==> src/rtl/core/osi_pkg.sv <==
// Package for the ordered set intersection unit: set capacity, opcodes,
// payload types and the request/response structs between top and set store.
// Depends on nothing.
package osi_pkg;

	localparam int CAPACITY = 64;
	localparam int VALUE_W  = 32;
	localparam int OP_W     = 2;

	typedef logic [OP_W-1:0]           op_t;
	typedef logic signed [VALUE_W-1:0] value_t;
	typedef logic [CAPACITY-1:0]       entry_vec_t;

	localparam op_t OP_CLEAR = 2'd0;
	localparam op_t OP_LOAD  = 2'd1;
	localparam op_t OP_PROBE = 2'd2;

	localparam logic STATUS_MATCH = 1'b0;
	localparam logic STATUS_FULL  = 1'b1;

	// One decoded request presented to the set store for a single cycle.
	typedef struct packed {
		logic   clear;
		logic   load;
		logic   probe;
		value_t value;
	} cam_req_t;

	// Lookup outcome for the request presented in the same cycle.
	typedef struct packed {
		logic hit;
		logic full;
	} cam_rsp_t;

endpackage

==> src/rtl/core/osi_cam.sv <==
// Set store of the ordered set intersection unit: a row of value/valid
// cells with parallel compare, lowest-free-slot insert and erase on probe hit.
// Depends on osi_pkg.
module osi_cam (
	input  logic              clk,
	input  logic              arst_n,
	input  osi_pkg::cam_req_t req,
	output osi_pkg::cam_rsp_t rsp
);
	import osi_pkg::*;

	value_t     entry_values_q [CAPACITY];
	entry_vec_t entry_valid_q;
	entry_vec_t match_vec;
	entry_vec_t free_vec;
	entry_vec_t free_first;
	logic       hit;
	logic       full;
	logic       do_insert;

	always_comb begin
		for (int i = 0; i < CAPACITY; i++) begin
			match_vec[i] = entry_valid_q[i] && (entry_values_q[i] == req.value);
		end
	end

	// Isolate the lowest free entry.
	assign free_vec   = ~entry_valid_q;
	assign free_first = free_vec & (~free_vec + entry_vec_t'(1));
	assign hit        = |match_vec;
	assign full       = &entry_valid_q;
	assign do_insert  = req.load && !hit && !full;

	assign rsp.hit  = hit;
	assign rsp.full = full;

	always_ff @(posedge clk or negedge arst_n) begin
		if (!arst_n) begin
			entry_valid_q <= '0;
		end else if (req.clear) begin
			entry_valid_q <= '0;
		end else if (req.probe) begin
			entry_valid_q <= entry_valid_q & ~match_vec;
		end else if (do_insert) begin
			entry_valid_q <= entry_valid_q | free_first;
		end
	end

	always_ff @(posedge clk) begin
		for (int i = 0; i < CAPACITY; i++) begin
			if (do_insert && free_first[i]) begin
				entry_values_q[i] <= req.value;
			end
		end
	end

	// The set never holds a value twice, so at most one cell matches.
	a_single_match: assert property (@(posedge clk) disable iff (!arst_n)
		$onehot0(match_vec))
		else $error("more than one set entry matches");

	a_clear_empties: assert property (@(posedge clk) disable iff (!arst_n)
		req.clear |=> (entry_valid_q == '0))
		else $error("set not empty after clear");

	a_full_drop_keeps: assert property (@(posedge clk) disable iff (!arst_n)
		(req.load && full && !req.clear && !req.probe) |=> $stable(entry_valid_q))
		else $error("load into a full set changed the set");

endmodule

==> src/rtl/core/ordered_set_intersection_unit.sv <==
// Top level of the ordered set intersection unit: request register, set
// store and result register.
// Depends on osi_pkg and osi_cam.
//
//  channel   ports                          handshake
//  --------  -----------------------------  -----------------------------------
//  request   opcode, item_value             taken at an edge with start & !busy
//  result    result_value, status           one cycle, marked by done
//
// From acceptance to result a request passes the request register, where it
// is evaluated against the set store (one parallel compare over all entries),
// and then the result register.
// A new request is taken every cycle; busy stays low. Results cannot be
// stalled, so each is marked by done for exactly one cycle.
// Reset empties the set and drops any request in flight; no clearing pass.
module ordered_set_intersection_unit (
	input  logic            clk,
	input  logic            arst_n,
	input  logic            start,
	output logic            busy,
	input  osi_pkg::op_t    opcode,
	input  osi_pkg::value_t item_value,
	output logic            done,
	output osi_pkg::value_t result_value,
	output logic            status
);
	import osi_pkg::*;

	logic     valid_s1;
	op_t      op_s1;
	value_t   value_s1;
	cam_req_t cam_req;
	cam_rsp_t cam_rsp;
	logic     emit;
	logic     done_q;
	value_t   result_value_q;
	logic     status_q;

	// The set store evaluates each request combinationally and cannot stall, so never hold off.
	assign busy = 1'b0;

	// Hold the accepted request for its evaluation cycle.
	always_ff @(posedge clk or negedge arst_n) begin
		if (!arst_n) begin
			valid_s1 <= 1'b0;
		end else begin
			valid_s1 <= start && !busy;
		end
	end

	always_ff @(posedge clk) begin
		if (start && !busy) begin
			op_s1    <= opcode;
			value_s1 <= item_value;
		end
	end

	// Decode the opcode; the unused code does nothing.
	always_comb begin
		cam_req       = '0;
		cam_req.value = value_s1;
		if (valid_s1) begin
			unique case (op_s1)
				OP_CLEAR: cam_req.clear = 1'b1;
				OP_LOAD:  cam_req.load  = 1'b1;
				OP_PROBE: cam_req.probe = 1'b1;
				default:  cam_req.clear = 1'b0;
			endcase
		end
	end

	osi_cam u_cam (
		.clk    (clk),
		.arst_n (arst_n),
		.req    (cam_req),
		.rsp    (cam_rsp)
	);

	// Emit on a probe hit, or on a new value that finds the set full.
	assign emit = (cam_req.probe && cam_rsp.hit)
		|| (cam_req.load && !cam_rsp.hit && cam_rsp.full);

	always_ff @(posedge clk or negedge arst_n) begin
		if (!arst_n) begin
			done_q <= 1'b0;
		end else begin
			done_q <= emit;
		end
	end

	always_ff @(posedge clk) begin
		if (emit) begin
			result_value_q <= value_s1;
			status_q       <= cam_req.load ? STATUS_FULL : STATUS_MATCH;
		end
	end

	assign done         = done_q;
	assign result_value = result_value_q;
	assign status       = status_q;

	a_done_from_request: assert property (@(posedge clk) disable iff (!arst_n)
		done |-> $past(valid_s1))
		else $error("result without a request in flight");

	a_full_from_load: assert property (@(posedge clk) disable iff (!arst_n)
		(done && status == STATUS_FULL) |-> $past(op_s1 == OP_LOAD))
		else $error("full status from a request that was not a load");

	a_match_from_probe: assert property (@(posedge clk) disable iff (!arst_n)
		(done && status == STATUS_MATCH) |-> $past(op_s1 == OP_PROBE))
		else $error("match result from a request that was not a probe");

endmodule

==> config.mk <==
export PLATFORM = sky130hd
export DESIGN_NAME = ordered_set_intersection_unit
export DESIGN_NICKNAME = d
export VERILOG_FILES = /design/src/rtl/core/osi_pkg.sv /design/src/rtl/core/osi_cam.sv /design/src/rtl/core/ordered_set_intersection_unit.sv
export SDC_FILE = /design/constraint.sdc
export NUM_CORES = 2
export LEC_CHECK = 0
export BUFFER_PORTS_ARGS = -buffer_cell sky130_fd_sc_hd__buf_2
export CORE_MARGIN = 5
export CORE_UTILIZATION = 60
export DETAILED_ROUTE_END_ITERATION = 16
export GPL_TIMING_DRIVEN = 1
export PLACE_DENSITY = 0.76
export SKIP_LAST_GASP = 1
export SLEW_MARGIN = 20
export SYNTH_ARGS = -nofsm -noshare
export SYNTH_HDL_FRONTEND = slang
export SYNTH_SLANG_ARGS = --single-unit
==> constraint.sdc <==
create_clock -name clk -period 8.5 [get_ports clk]
set_input_delay 1.7 -clock clk [delete_from_list [all_inputs] [get_ports clk]]
set_output_delay 1.7 -clock clk [all_outputs]
set_load 0.02 [all_outputs]
# ---- Yosys cells after proc, flatten, opt, wreduce, memory -nomap -nowiden
# Memory sizes are Yosys's and may differ from the RTL's.
# Index checks and enable logic that the tools add are counted.
# Widths: inputs -> output; s select.
dict set report word_totals {
  regBits 133
  ram_bits 2048
  inputBits 37
  output_inout_bits 35
  n_memories 1
}
dict set report op_classes {
  n_addsub 1
  n_eq_ne 66
  muxes 325
  n_bitwise 6
  reduce_logical 202
}
# name words word_bits rd rd_ports_with_merged_regs wr line
set memory_table {}
lappend memory_table {u_cam.entry_values_q 64 32 64 0 1 osi_cam.sv:12} ;# value_t entry_values_q [CAPACITY];
# operator count
set op_table {}
lappend op_table {{$eq 32x32->1} 64}
lappend op_table {{$mux 32} 63}
lappend op_table {{$reduce_or 32->1} 63}
lappend op_table {{$mux 6} 63}
lappend op_table {{$mux 1} 195}
lappend op_table {{$mux 64} 3}
lappend op_table {{$not 64->64} 3}
lappend op_table {{$logic_and 1x1->1} 132}
lappend op_table {{$and 64x64->64} 2}
lappend op_table {{$add 64x1->64 const B} 1}
lappend op_table {{$or 64x64->64} 1}
lappend op_table {{$reduce_and 64->1} 1}
lappend op_table {{$reduce_or 64->1} 1}
lappend op_table {{$mux 3} 1}
lappend op_table {{$reduce_bool 3->1} 1}
lappend op_table {{$eq 2x1->1 const B} 1}
lappend op_table {{$eq 2x2->1 const B} 1}
lappend op_table {{$logic_not 1->1} 2}
lappend op_table {{$logic_not 2->1} 1}
lappend op_table {{$logic_or 1x1->1} 1}

# ---- Depth between registers and ports, before layout
# An unclocked memory read counts as a cell.
dict set report depth {
  word_depth 74
  ltp_mapped 13
  depth_no_buf 9
}

# ---- Hierarchy
# A second synthesis with hierarchy kept.
dict set report unflattened {
  cells_unflattened 5657
  area_unflattened_um2 91331.3
}
# module instances cells_each area_each_um2 seq_area_each_um2
set modules_own_cells {}
lappend modules_own_cells {osi_cam 1 5580 89204.3 63100.5}
lappend modules_own_cells {ordered_set_intersection_unit 1 77 2127.0 2062.0}

# ---- Least setup slack after synthesis
# OpenSTA, ideal clock, no wires.
dict set report synth_path {
  path_type {register to register}
  from {register value_s1[21]}
  to {memory u_cam.entry_values_q[0][352] (netlist name) (enable)}
  setup_time_ns 0.502
  t_arrival_ns 6.038
  setup_slack_ns 1.960
  stages_incl_launch_ff 14
  synth_period_minus_slack_ns 6.540
  cell_sequence {edfxtp_1 > buf_4 > buf_6 > xnor2_1 > nand4_1 > nor4_1 > nand3_1 > o2111ai_1 > nor4_1 > nand4_1 > or2_1 > clkbuf_1 > buf_2 > nor4_1}
}
dict set report synth_between {
  elab_chain_len 73
}
# item line
set synth_lines {}
lappend synth_lines {{start, declared} ordered_set_intersection_unit.sv:31} ;# value_t value_s1;
lappend synth_lines {{start signal, assigned} ordered_set_intersection_unit.sv:54} ;# value_s1 <= item_value;
lappend synth_lines {{$eq 32x32->1} osi_cam.sv:23} ;# match_vec[i] = entry_valid_q[i] && (entry_values_q[i] == req.value);
lappend synth_lines {{$logic_and 1x1->1} osi_cam.sv:23}
lappend synth_lines {{$reduce_or 64->1 *} osi_cam.sv:30} ;# assign hit = |match_vec;
lappend synth_lines {{$logic_not 1->1 *} osi_cam.sv:32} ;# assign do_insert = req.load && !hit && !full;
lappend synth_lines {{$logic_and 1x1->1 * (2 in series)} osi_cam.sv:32}
lappend synth_lines {{$logic_and 1x1->1} osi_cam.sv:51} ;# if (do_insert && free_first[i]) begin
lappend synth_lines {{$mux 1} osi_cam.sv:51}
lappend synth_lines {{$mux 1 (implied by the code)} osi_cam.sv:52} ;# entry_values_q[i] <= req.value;
lappend synth_lines {{$reduce_or 32->1 (no line)} -}
lappend synth_lines {{$mux 6 (no line) / $mux 1 (equally long branches) (63 in series)} -}
lappend synth_lines {{end, declared} osi_cam.sv:12}
# Every way passes the cells marked *; elsewhere a longest branch is shown, timed or not.

# ---- Worst setup path after layout
dict set report layout_path {
  from {register value_s1[29]}
  to {memory u_cam.entry_values_q[0][363] (netlist name) (enable)}
}
# Same word-level chain as after synthesis.

==> summary.md <==
| Metric | Value |
|---|---|
| Status | `finished clean` |
| Clock share of power | `40.0%` |
| DR iter-0 viols | `6,117` |
| FMAX | `158 MHz` |
| Root Buffer | `clkbuf_16` |
| Dpl ws | `2290 ps` |
| DIE WIDTH | `403 um` |
| Multi-input gate area | `between 20,000 and 25,000 sq um` |
| Cells after Synth | `roughly 5,600` |
| GR Layer Usage met1 | `roughly two fifths` |
| Switching Share | `22.7%` |
| Synth top cells by count | `2,115 x edfxtp_1, 2,048 x xnor2_1, 545 x nand4_1` |
| DP Area | `~95,000 sq um` |
| Layout cell share with drive strength beyond 1 | `10.4%` |
| Worst Slack Setup Final | `2170 ps` |
| Post-route cell area | `102,000 sq um` |
| Layout area overhead | `10.1%` |
| Layout fillers | `10,100` |
| # setup viols final | `0` |
| Post-synthesis sequential area ratio | `70.4%` |
| Gr usage total | `27.1%` |
| GRT overflow | `0` |
| Skew final | `47.7 ps` |
| Vias in the first global route | `between 40,000 and 50,000` |
| Hold_buf cts | `0` |
| Tot Pwr | `22.9 mW` |
| Drt wl/cell | `27.5 um` |
| Post-CTS Setup Bufs | `0` |
| Met3 Usage GRT | `4.78%` |
| Row count | `roughly 140` |
| Hold depth | `0` |
| Num CTS Buffers | `a little over 200` |
| Primary FF master, synth | `edfxtp_1` |
| Critical path endpoint | `u_cam.entry_values_q[0][363]$_DFFE_PP_` |
| Psw | `5.20 mW` |
| Most common cell on crit path | `buf_4` |
| Critical path buffers and inverters | `3` |
| HPWL reported at the end of detailed placement | `121,000 um` |
| Min Clock Period, post-route | `6330 ps` |
| Post-synth EDFFs | `2,115` |
| IO buf count | `70` |
| Critical-path maximum fanout | `32` |
| Internal power | `~18 mW` |
| ANT cells | `0` |
| CTS max path bufs | `3` |
| Routed vias/inst | `around 6.1` |
| Most common cell in the synthesized netlist | `edfxtp_1` |
| Leak | `29.8 nW` |
| Slew margin rel. | `21.9%` |
| Final Hold Fails | `0` |
| Crit path max-delay family | `simple AND/OR/NAND/NOR gates` |
| Fin nets | `5,879` |
| Met2 Use GR | `between 40% and 50%` |
| Clock latency on the worst-skew pair | `860 ps` |
| CTS tree | `yes` |
| Register bit total from synthesis | `2,181` |
| Pin count of the biggest net entering global routing | `~100` |
| Core area | `154,000 sq um` |
| Slowest stage delay, CP | `1070 ps` |
| Area share of the largest cell type after synthesis | `68.7%` |
| Total power per unit cell area | `about 220 nW/um^2` |
| # DRC | `0` |
| Worst path cell trace | `buf_4 -> xnor2_1 -> nand4_1 -> nor4_1 -> nand2_1 -> o2111ai_1 -> nor4_1 -> nand4_1 -> or2_2 -> buf_4 -> nor4_2 -> buf_4` |
| Post-route ant nets | `0` |
| Worst slew pin tran | `1160 ps` |
| GPL Wtd Cong | `0.900` |
| Peak supply drop | `around 0.27 mV` |
| Worst r2r dst | `u_cam.entry_values_q[0][363]$_DFFE_PP_` |
| Clock-pin slew on the worst setup and hold paths | `70 ps` |
| Startpoint Class | `register` |
| CP Class | `register to register` |
| R2R depth | `12` |
| Placed insts | `between 7,000 and 8,000` |
| Launch point of the worst path | `value_s1[29]$_DFFE_PP_` |
| CTS resizes | `0` |
| Reg power frac | `52.2%` |
| Htree depth | `4` |
| Top Usage Layer GRT | `met2` |
| Starting Density | `about three fifths` |
| Clock sink count | `2,181` |
| Die ar. | `162,000 sq um` |
| Comb power frac | `under 10%` |
| Yosys Warn Count | `0` |
| Yosys top cell by area | `edfxtp_1` |
| Max Slew Vio Count | `0` |
| Die Ht | `about 400 um` |
| DR vias | `approximately 50,000` |
| Total stage count of the critical path | `12` |
| Antenna violations before repair | `2` |
| Syn_nets | `5,678` |
| Synth Cell Area | `92,500 sq um` |
| Worst min path class | `register to register` |
| Crit. End Element | `register` |
| Yosys cell types | `47` |
| Critical-path top delay cell | `edfxtp_1` |
| Critical path arrival | `6840 ps` |
| Pre-antenna DRT Iters | `8` |
| Max_cap viols | `0` |
| Flop2flop setup slack | `2170 ps` |
| Worst r2r src | `value_s1[29]$_DFFE_PP_` |
| RSZ-0062 raised after global routing | `no` |
| Critical path required time | `9010 ps` |
| Async SR Flop Fraction | `3.03%` |
| Finished Layout Cells | `8,063` |
| Global-route wire length before repair | `327,000 um` |
| WL final | `222,000 um` |
| Syn avg cell area | `between 15 and 20 sq um` |
| Fin Setup TNS | `0 ps` |
| Synth area leaders | `edfxtp_1 69%, xnor2_1 19%, nand4_1 3.7%` |
| Number of I/O pins | `72` |
| Reg area | `65,200 sq um` |
| Fin crit share | `74.5%` |
-- state kept, by name, summed over array words and instances, names as in the netlist --
signal	count
u_cam.entry_values_q	2048
u_cam.entry_valid_q	64
result_value	32
value_s1	32
op_s1	2
done	1
status	1
valid_s1	1
-- worst min path at each step --
stage | slack [ps] | startpoint | endpoint
after floorplan | 500 | u_cam.entry_valid_q[63]$_DFFE_PN0P_ | u_cam.entry_valid_q[63]$_DFFE_PN0P_
after global placement | 440 | value_s1[14]$_DFFE_PP_ | result_value[14]$_DFFE_PP_
after detailed placement | 460 | value_s1[14]$_DFFE_PP_ | result_value[14]$_DFFE_PP_
after CTS | 480 | value_s1[14]$_DFFE_PP_ | result_value[14]$_DFFE_PP_
after global routing | 490 | value_s1[14]$_DFFE_PP_ | result_value[14]$_DFFE_PP_
final | 490 | value_s1[14]$_DFFE_PP_ | result_value[14]$_DFFE_PP_
-- final cells by class --
type / count / area share, %
Sequential cell: 2181 / 64.0
Multi-Input combinational cell: 3167 / 24.4
Clock buffer: 257 / 5.34
Tap cell: 2044 / 2.51
Timing Repair Buffer: 250 / 2.31
Clock inverter: 128 / 1.29
Inverter: 36 / 0.133
-- cell usage in the layout, fill, tap and decap left out, types with 21 or more instances in the layout --
cell type	Yosys	routed
buf_2	10	69
clkinv_1	0	51
nor2_2	0	21
bufinv_16	0	21
clkbuf_1	17	43
buf_4	9	130
nand4_1	545	545
nor3_2	4	30
a21oi_1	80	80
edfxtp_1	2115	2115
nor4_1	121	112
nand3_1	67	67
buf_12	0	50
xnor2_1	2048	2048
nand2_1	55	55
dfrtp_1	66	66
clkinv_2	0	32
nor2_1	74	52
clkbuf_16	0	207
o21ai_0	33	33
inv_1	36	35
-- power by group through the flow --
| stage | clock network, mW | logic (mW) | registers, mW |
|---|---|---|---|
| final | 9.16 | 1.78 | 12.0 |
| after global routing | 9.76 | 1.88 | 12.0 |
| after CTS | 9.25 | 1.78 | 12.0 |
| after detailed placement | 0 | 1.77 | 12.2 |
| after global placement | 0 | 1.72 | 12.2 |
| after floorplan | 0 | 1.16 | 12.3 |
-- worst register-to-register path, cell delays in order, from the launching register on --
cell and delay [ps]:
edfxtp_1 1070, buf_4 620, xnor2_1 190, nand4_1 120, nor4_1 60, nand2_1 250, o2111ai_1 230, nor4_1 610
nand4_1 880, or2_2 910, buf_4 410, nor4_2 250, buf_4 400
-- layer usage --
metal	vias to the layer above	wire, um
met1	25500	90700
li1	21200	-
met2	2515	106000
met4	0	5610
met5	-	0
met3	355	19800
-- cell families after synthesis --
group           Yosys count  synth area share [%]
flops                  2181                  70.4
xor+xnor               2048                  19.4
simple gates            949                  6.07
buf+inv                 293                  3.01
compound gates          169                  1.08
other cells               1               0.00405
-- per-stage QoR --
stage	hold slack [ps]	util (%)
2_1_floorplan	503	-
3_3_place_gp	437	61.8
3_5_place_dp	463	61.8
4_1_cts	478	66.2
5_1_grt	491	66.3
6_report	487	66.3
No activity file was read; power rests on OpenSTA's default activity.
